<file path="src/rtl/ucd_pkg.sv">
// ucd_pkg: shared types and constants for the utf-8 code point decoder
// no dependencies; used by every module of the decoder
`timescale 1ns / 1ps

package ucd_pkg;

	localparam int CP_W     = 21;
	localparam int COUNT_W  = 13;
	localparam int BYTE_W   = 8;

	localparam logic [CP_W-1:0]    REPL_CP       = 21'h00FFFD;
	localparam logic [COUNT_W-1:0] MAX_CP_RESET  = 13'd256;

	// command queue between front and back
	localparam int QUEUE_DEPTH = 4;
	localparam int QPTR_W      = $clog2(QUEUE_DEPTH);

	// one command covers every result caused by one byte:
	// n_repl replacement points first, then an optional tail result
	typedef struct packed {
		logic [1:0]         n_repl;
		logic               tail;
		logic               done;
		logic [CP_W-1:0]    cp;
		logic [COUNT_W-1:0] count;
	} cmd_t;

endpackage

</file>
<file path="src/rtl/ucd_front.sv">
// ucd_front: accepts bytes, tracks the open sequence and the per-string count,
// and turns each byte into at most one command for the back end. depends on ucd_pkg
`timescale 1ns / 1ps

module ucd_front (
	input  logic                       clk,
	input  logic                       arst_n,
	input  logic                       push,
	input  logic [ucd_pkg::BYTE_W-1:0] byte_value,
	input  logic                       cfg_valid,
	input  logic [ucd_pkg::COUNT_W-1:0] cfg_data,
	input  logic                       q_full,
	output logic                       q_push,
	output ucd_pkg::cmd_t              q_cmd
);
	import ucd_pkg::*;

	logic [COUNT_W-1:0] max_q;
	logic [1:0]         needed_q, seen_q;
	logic [CP_W-1:0]    partial_q;
	logic [COUNT_W-1:0] cnt_q;
	logic               lr_q;

	logic [1:0]         needed_d, seen_d;
	logic [CP_W-1:0]    partial_d;
	logic [COUNT_W-1:0] cnt_d;
	logic               lr_d;

	logic               accept;
	logic               avail_ok;
	logic [COUNT_W-1:0] avail;
	logic [1:0]         n_flush, e_flush;
	logic [COUNT_W-1:0] cnt_f, cnt_f1, cnt_c1;
	logic [CP_W-1:0]    pv;
	logic [1:0]         seen_p1;
	logic               is_cont;
	cmd_t               cmd;

	assign accept   = push && !q_full;
	assign avail_ok = cnt_q < max_q;
	assign avail    = max_q - cnt_q;
	assign n_flush  = (needed_q != 2'd0) ? seen_q + 2'd1 : 2'd0;
	// replacement points that still fit under the limit
	assign e_flush  = !avail_ok ? 2'd0 :
		((avail < {{(COUNT_W-2){1'b0}}, n_flush}) ? avail[1:0] : n_flush);
	assign cnt_f    = cnt_q + {{(COUNT_W-2){1'b0}}, e_flush};
	assign cnt_f1   = cnt_f + 1'b1;
	assign cnt_c1   = cnt_q + 1'b1;
	assign pv       = {partial_q[CP_W-7:0], byte_value[5:0]};
	assign seen_p1  = seen_q + 2'd1;
	assign is_cont  = byte_value[7:6] == 2'b10;

	always_comb begin
		needed_d  = needed_q;
		seen_d    = seen_q;
		partial_d = partial_q;
		cnt_d     = cnt_q;
		lr_d      = lr_q;
		cmd       = '0;
		if (byte_value == '0) begin
			cmd.n_repl = lr_q ? 2'd0 : e_flush;
			cmd.tail   = 1'b1;
			cmd.done   = 1'b1;
			cmd.count  = lr_q ? cnt_q : cnt_f;
			needed_d   = '0;
			seen_d     = '0;
			partial_d  = '0;
			cnt_d      = '0;
			lr_d       = 1'b0;
		end else if (lr_q || !avail_ok) begin
			lr_d      = 1'b1;
			needed_d  = '0;
			seen_d    = '0;
			partial_d = '0;
		end else if (needed_q != 2'd0 && is_cont) begin
			if (seen_p1 >= needed_q) begin
				cmd.tail  = 1'b1;
				cmd.cp    = pv;
				cnt_d     = cnt_c1;
				lr_d      = cnt_c1 >= max_q;
				needed_d  = '0;
				seen_d    = '0;
				partial_d = '0;
			end else begin
				partial_d = pv;
				seen_d    = seen_p1;
			end
		end else begin
			// flush any open sequence, then take the byte as a new lead, an ascii point or an invalid byte
			cmd.n_repl = e_flush;
			cnt_d      = cnt_f;
			needed_d   = '0;
			seen_d     = '0;
			partial_d  = '0;
			if (cnt_f >= max_q) begin
				lr_d = 1'b1;
			end else if (byte_value[7:5] == 3'b110) begin
				needed_d  = 2'd1;
				partial_d = {{(CP_W-5){1'b0}}, byte_value[4:0]};
			end else if (byte_value[7:4] == 4'b1110) begin
				needed_d  = 2'd2;
				partial_d = {{(CP_W-4){1'b0}}, byte_value[3:0]};
			end else if (byte_value[7:3] == 5'b11110) begin
				needed_d  = 2'd3;
				partial_d = {{(CP_W-3){1'b0}}, byte_value[2:0]};
			end else begin
				cmd.tail = 1'b1;
				cmd.cp   = !byte_value[7] ? {{(CP_W-BYTE_W){1'b0}}, byte_value} : REPL_CP;
				cnt_d    = cnt_f1;
				lr_d     = cnt_f1 >= max_q;
			end
		end
	end

	assign q_push = accept && (cmd.tail || cmd.n_repl != 2'd0);
	assign q_cmd  = cmd;

	always_ff @(posedge clk or negedge arst_n) begin
		if (!arst_n) begin
			max_q     <= MAX_CP_RESET;
			needed_q  <= '0;
			seen_q    <= '0;
			partial_q <= '0;
			cnt_q     <= '0;
			lr_q      <= 1'b0;
		end else begin
			if (cfg_valid) begin
				max_q <= cfg_data;
			end
			if (accept) begin
				needed_q  <= needed_d;
				seen_q    <= seen_d;
				partial_q <= partial_d;
				cnt_q     <= cnt_d;
				lr_q      <= lr_d;
			end
		end
	end

endmodule

</file>
<file path="src/rtl/ucd_queue.sv">
// ucd_queue: small command queue between the front and the back end
// depends on ucd_pkg
`timescale 1ns / 1ps

module ucd_queue (
	input  logic          clk,
	input  logic          arst_n,
	input  logic          wr_en,
	input  ucd_pkg::cmd_t wr_cmd,
	input  logic          rd_en,
	output ucd_pkg::cmd_t rd_cmd,
	output logic          full,
	output logic          empty
);
	import ucd_pkg::*;

	cmd_t              mem_q [QUEUE_DEPTH];
	logic [QPTR_W-1:0] wr_ptr_q, rd_ptr_q;
	logic [QPTR_W:0]   fill_q;
	logic              do_wr, do_rd;

	assign full   = fill_q == (QPTR_W+1)'(QUEUE_DEPTH);
	assign empty  = fill_q == '0;
	assign do_wr  = wr_en && !full;
	assign do_rd  = rd_en && !empty;
	assign rd_cmd = mem_q[rd_ptr_q];

	always_ff @(posedge clk) begin
		if (do_wr) begin
			mem_q[wr_ptr_q] <= wr_cmd;
		end
	end

	always_ff @(posedge clk or negedge arst_n) begin
		if (!arst_n) begin
			wr_ptr_q <= '0;
			rd_ptr_q <= '0;
			fill_q   <= '0;
		end else begin
			if (do_wr) begin
				wr_ptr_q <= wr_ptr_q + 1'b1;
			end
			if (do_rd) begin
				rd_ptr_q <= rd_ptr_q + 1'b1;
			end
			if (do_wr && !do_rd) begin
				fill_q <= fill_q + 1'b1;
			end else if (do_rd && !do_wr) begin
				fill_q <= fill_q - 1'b1;
			end
		end
	end

endmodule

</file>
<file path="src/rtl/ucd_back.sv">
// ucd_back: expands queued commands into result items, one per cycle while
// the output register is empty or being popped. depends on ucd_pkg
`timescale 1ns / 1ps

module ucd_back (
	input  logic                        clk,
	input  logic                        arst_n,
	input  ucd_pkg::cmd_t               head,
	input  logic                        q_empty,
	output logic                        q_pop,
	input  logic                        pop,
	output logic                        empty,
	output logic [ucd_pkg::CP_W-1:0]    code_point,
	output logic                        point_valid,
	output logic                        string_done,
	output logic [ucd_pkg::COUNT_W-1:0] point_count,
	output logic                        last
);
	import ucd_pkg::*;

	logic               ovalid_q;
	logic [1:0]         k_q;
	logic [CP_W-1:0]    cp_q;
	logic               pvalid_q, done_q, last_q;
	logic [COUNT_W-1:0] count_q;
	logic               load, in_repl, repl_end;
	logic [1:0]         k_p1;

	assign load     = !q_empty && (!ovalid_q || pop);
	assign in_repl  = k_q != head.n_repl;
	assign k_p1     = k_q + 2'd1;
	assign repl_end = (k_p1 == head.n_repl) && !head.tail;
	assign q_pop    = load && (!in_repl || repl_end);

	always_ff @(posedge clk) begin
		if (load) begin
			if (in_repl) begin
				cp_q     <= REPL_CP;
				pvalid_q <= 1'b1;
				done_q   <= 1'b0;
				count_q  <= '0;
				last_q   <= repl_end;
			end else begin
				cp_q     <= head.cp;
				pvalid_q <= !head.done;
				done_q   <= head.done;
				count_q  <= head.count;
				last_q   <= 1'b1;
			end
		end
	end

	always_ff @(posedge clk or negedge arst_n) begin
		if (!arst_n) begin
			ovalid_q <= 1'b0;
			k_q      <= '0;
		end else begin
			if (load) begin
				ovalid_q <= 1'b1;
				// step through the replacements, restart once the command retires
				k_q      <= q_pop ? 2'd0 : k_p1;
			end else if (pop) begin
				ovalid_q <= 1'b0;
			end
		end
	end

	assign empty       = !ovalid_q;
	assign code_point  = cp_q;
	assign point_valid = pvalid_q;
	assign string_done = done_q;
	assign point_count = count_q;
	assign last        = last_q;

endmodule

</file>
<file path="src/rtl/utf8_codepoint_decoder.sv">
// utf8_codepoint_decoder: top level, front end, command queue and back end
// depends on ucd_pkg, ucd_front, ucd_queue, ucd_back
`timescale 1ns / 1ps

// Decodes a zero-terminated UTF-8 byte stream into code points. Bytes enter
// through push/full, one per cycle; each byte is classified at once and leaves
// at most one command in a four-entry queue, so input is taken every cycle
// while the queue has room. While the output register is empty or being popped,
// the back end drains the queue at one result per cycle into that register, read
// through empty/pop; the command of a malformed sequence that gives several
// results (up to four) stays at the queue head until all are out. A zero
// byte flushes any open sequence as FFFD points and produces a done marker
// carrying the count. max_codepoints is written over cfg_valid/cfg_data
// (always ready) and should only change while the block is idle. There is
// no clearing pass after reset.

module utf8_codepoint_decoder (
	input  logic                        clk,
	input  logic                        arst_n,
	input  logic                        push,
	output logic                        full,
	input  logic [ucd_pkg::BYTE_W-1:0]  byte_value,
	input  logic                        cfg_valid,
	output logic                        cfg_ready,
	input  logic [ucd_pkg::COUNT_W-1:0] cfg_data,
	output logic                        empty,
	input  logic                        pop,
	output logic [ucd_pkg::CP_W-1:0]    code_point,
	output logic                        point_valid,
	output logic                        string_done,
	output logic [ucd_pkg::COUNT_W-1:0] point_count,
	output logic                        last
);
	import ucd_pkg::*;

	logic q_push, q_pop, q_full, q_empty;
	cmd_t q_wr_cmd, q_head;

	assign cfg_ready = 1'b1;
	assign full      = q_full;

	ucd_front u_front (
		.clk        (clk),
		.arst_n     (arst_n),
		.push       (push),
		.byte_value (byte_value),
		.cfg_valid  (cfg_valid),
		.cfg_data   (cfg_data),
		.q_full     (q_full),
		.q_push     (q_push),
		.q_cmd      (q_wr_cmd)
	);

	ucd_queue u_queue (
		.clk    (clk),
		.arst_n (arst_n),
		.wr_en  (q_push),
		.wr_cmd (q_wr_cmd),
		.rd_en  (q_pop),
		.rd_cmd (q_head),
		.full   (q_full),
		.empty  (q_empty)
	);

	ucd_back u_back (
		.clk         (clk),
		.arst_n      (arst_n),
		.head        (q_head),
		.q_empty     (q_empty),
		.q_pop       (q_pop),
		.pop         (pop),
		.empty       (empty),
		.code_point  (code_point),
		.point_valid (point_valid),
		.string_done (string_done),
		.point_count (point_count),
		.last        (last)
	);

`ifndef SYNTHESIS
	// the done marker always closes the results of its byte
	a_done_last: assert property (@(posedge clk) disable iff (!arst_n)
		(!empty && string_done) |-> (last && !point_valid && code_point == '0))
		else $error("done marker malformed");

	a_point_no_count: assert property (@(posedge clk) disable iff (!arst_n)
		(!empty && point_valid) |-> (!string_done && point_count == '0))
		else $error("code point carries a count");

	// the back end never retires a command it has not presented
	a_pop_needs_data: assert property (@(posedge clk) disable iff (!arst_n)
		q_pop |-> !q_empty)
		else $error("queue popped while empty");
`endif

endmodule
</file>
<file path="config.mk">
export PLATFORM = sky130hd
export DESIGN_NAME = utf8_codepoint_decoder
export DESIGN_NICKNAME = d
export VERILOG_FILES = /design/src/rtl/ucd_pkg.sv /design/src/rtl/ucd_front.sv /design/src/rtl/ucd_queue.sv /design/src/rtl/ucd_back.sv /design/src/rtl/utf8_codepoint_decoder.sv
export SDC_FILE = /design/constraint.sdc
export NUM_CORES = 1
export LEC_CHECK = 0
export BUFFER_PORTS_ARGS = -buffer_cell sky130_fd_sc_hd__buf_2
export CORE_ASPECT_RATIO = 1.2
export CORE_MARGIN = 2
export CORE_UTILIZATION = 50
export CTS_BUF_LIST = sky130_fd_sc_hd__clkbuf_4 sky130_fd_sc_hd__clkbuf_8 sky130_fd_sc_hd__clkbuf_16
export DETAILED_ROUTE_END_ITERATION = 8
export PLACE_DENSITY_LB_ADDON = 0.25
export SLEW_MARGIN = 20
export SYNTH_ARGS = -nofsm -noshare
export SYNTH_HDL_FRONTEND = slang
export SYNTH_SLANG_ARGS = --single-unit
</file>
<file path="constraint.sdc">
create_clock -name clk -period 20.6 [get_ports clk]
set_clock_uncertainty 0.15 [all_clocks]
set_input_delay 2.06 -clock clk [delete_from_list [all_inputs] [get_ports clk]]
set_output_delay 2.06 -clock clk [all_outputs]
set_load 0.05 [all_outputs]
</file>
==> results.sh <==
export IMPL_outcome="finished clean"
export IMPL_synth_nets=1093
export IMPL_vias=8235
export IMPL_syn_area_sq_um=12600
export IMPL_die_w_microns=149
export IMPL_synthArstFlopShare=0.229
export IMPL_cts_hold_buffers=0
export IMPL_drv_slew=0
export IMPL_yosysTopAreaCell="edfxtp_1"
export IMPL_dieArea_sq_um=26500
export IMPL_r2r_slack_ns=12.07
export IMPL_synth_cell_type_count=77
export IMPL_hp_start="u_queue.fill_q[2]"
export IMPL_relSlewSlack=0.290
export IMPL_fmax_mhz=117
export IMPL_ir_worst_vdd_mv=0.0687
export IMPL_fin_tns_setup_ns=0
export IMPL_clock_latency_ns=0.52
export IMPL_hpwlAfterDp_microns=20400
export IMPL_ys_ff_latch=245
export IMPL_total_power_w=0.00190
export IMPL_min_period_ns=8.53
export IMPL_critPathKind="flop to flop"
export IMPL_ys_seq_area_frac=0.562
export IMPL_port_buffers=64
export IMPL_multi_input_area_sq_um=5110
export IMPL_avgViaCountPerCell=5.89
export IMPL_dr_pass1_iters=5
export IMPL_crit_fanout=38
export IMPL_seq_area_sq_um=7080
export IMPL_clk_pin_slew_ns=0.06
export IMPL_critPathRequiredTime_ns=20.58
export IMPL_synth_commonest_cells="189 x edfxtp_1, 67 x nor2_1, 64 x ha_1"
export IMPL_synth_area_top_cells="edfxtp_1 45%, dfrtp_1 11%, mux4_2 6.6%, ha_1 6.4%, xnor2_1 3.8%"
export IMPL_netlist_instances=1000
export IMPL_setup_viol_count_final=0
export IMPL_cp_end_kind="flop"
export IMPL_grt_pass1_wl_microns=45800
export IMPL_ys_warn_count=0
export IMPL_holdPathEnd="u_queue.fill_q[2]"
export IMPL_cts_resized_gates=0
export IMPL_clock_path_buffers=3
export IMPL_holdPathStages=1
export IMPL_antenna_left=0
export IMPL_n_antenna_cell=0
export IMPL_tightest_slew_ns=1.07
export IMPL_cts_buffers=25
export IMPL_post_cts_buffers=0
export IMPL_worstPathArrival_ns=8.51
export IMPL_r2r_end="u_queue.mem_q[3][34]"
export IMPL_worstSetupStartpointType="flop"
export IMPL_htreeDepth=1
export IMPL_power_density_nw_per_um2=135
export IMPL_grt_use_total=0.225
export IMPL_path_common_cell="ha_1"
export IMPL_die_h_microns=178
export IMPL_grt_overflow_total=0
export IMPL_fillers=2094
export IMPL_synth_ff_type="edfxtp_1"
export IMPL_clock_tree_root_cell="clkbuf_16"
export IMPL_drc=0
export IMPL_r2r_cells=28
export IMPL_drive_above_1_share=0.181
export IMPL_start_util=0.509
export IMPL_grt_antenna_before_repair=0
export IMPL_area_delta_synth_final_pct=11.5
export IMPL_globalplace_congestion=0.953
export IMPL_synth_edf_count=189
export IMPL_hold_violations=0
export IMPL_avgSynthCellArea_sq_um=12.6
export IMPL_period_share=0.414
export IMPL_p_leak_nw=5.42
export IMPL_grt_max_degree=57
export IMPL_rows=63
export IMPL_core_sq_um=24800
export IMPL_synth_top_area_share=0.451
export IMPL_wl_per_cell_microns=20.6
export IMPL_final_nets=1148
export IMPL_worstReg2RegStart="u_front.cnt_q[0]"
export IMPL_tritoncts="done"
export IMPL_holdCritPathClass="flop to flop"
export IMPL_cts_sinks=245
export IMPL_synth_most_common_cell="edfxtp_1"
export IMPL_grt_setup_unrepaired="no"
export IMPL_first_iter_violations=573
export IMPL_drt_total_wl_microns=28800
export IMPL_maxCapViolations=0
export IMPL_first_global_vias=8202
export IMPL_pin_count=66
export IMPL_cpPeakStageDelay_ns=0.92
export IMPL_slowest_stage="and2_2"
[cell families after synthesis]
group | synth area share
other | 0.000298
multiplexers | 0.0746
AND/OR/NAND/NOR | 0.117
flip-flops | 0.562
buffers and inverters | 0.0319
XOR/XNOR | 0.0444
adder cells (fa/ha/maj) | 0.0684
AO/OA/AOI/OAI | 0.101
[state kept, by name, indices dropped and copies added, names as in the netlist, 2 cells and up]
name,cells
u_queue.wr_ptr_q,2
u_queue.rd_ptr_q,2
u_front.partial_q,15
u_back.code_point,21
u_back.point_count,13
u_queue.mem_q,152
u_front.cnt_q,13
u_front.max_q,13
u_front.needed_q,2
u_queue.fill_q,3
u_back.k_q,2
u_front.seen_q,2
[cell usage in the layout (no fill, tap or decap), types with 16 or more instances in the layout]
cell         n
or2_2       19
a21oi_1     48
nor3_1      29
nand3_1     16
ha_1        64
buf_2       64
and3_1      24
o21ai_0     49
edfxtp_1   189
dfrtp_1     54
nand2_1     56
inv_1       56
nor2_1      67
xnor2_1     54
clkbuf_16   25
mux4_2      37
[power by group]
group          switching [W]  internal (W)
sequential         0.0000643      0.000642
clock               0.000185      0.000274
combinational       0.000464      0.000267
[worst max path at each step]
stage | to | depth (start not counted) | from
finish | u_queue.mem_q[3][34] | 28 | u_front.cnt_q[0]
global route | u_queue.mem_q[3][17] | 28 | u_front.cnt_q[5]
CTS | u_queue.mem_q[2][16] | 29 | u_front.cnt_q[0]
detailed placement | u_queue.mem_q[3][7] | 29 | u_front.cnt_q[0]
global placement | u_queue.mem_q[2][12] | 29 | u_front.cnt_q[0]
floorplan | u_queue.mem_q[0][0] | 27 | u_front.cnt_q[0]
[critical path, delay by kind of cell (launching register included)]
family	cells	cell delay [ns]
AND/OR/NAND/NOR	10	2.58
flip-flops	1	0.48
adder cells (fa/ha/maj)	5	1.77
multiplexers	1	0.37
buffers and inverters	2	0.40
XOR/XNOR	1	0.52
AO/OA/AOI/OAI	9	1.82
[layout make-up]
| class | instances | area share |
|---|---|---|
| clock inverter | 12 | 0.0102 |
| tap | 325 | 0.0290 |
| sequential | 245 | 0.504 |
| timing repair buffer | 74 | 0.0282 |
| inverter | 56 | 0.0150 |
| clock buffer | 33 | 0.0493 |
| multi-input combinational | 653 | 0.364 |
[metal layers]
| metal | global-route usage | wire length, microns |
|---|---|---|
| met1 | 0.281 | 11600 |
| met2 | 0.396 | 14800 |
| met3 | 0.0288 | 1230 |
| met4 | 0.0921 | 1260 |
| met5 | 0 | 0 |
[per-stage QoR]
step	area [sq um]	util	std cells	hold slack (ns)	setup WS (ns)
after floorplan	12600	-	1000	0.306	12.96
after global routing	14000	0.567	1398	0.364	11.51
final	14000	0.567	1398	0.352	12.07
after CTS	14000	0.567	1398	0.344	12.11
after detailed placement	13200	0.534	1353	0.334	12.16
after global placement	13200	0.534	1353	0.324	12.38
(Power assumes the default switching activity.)
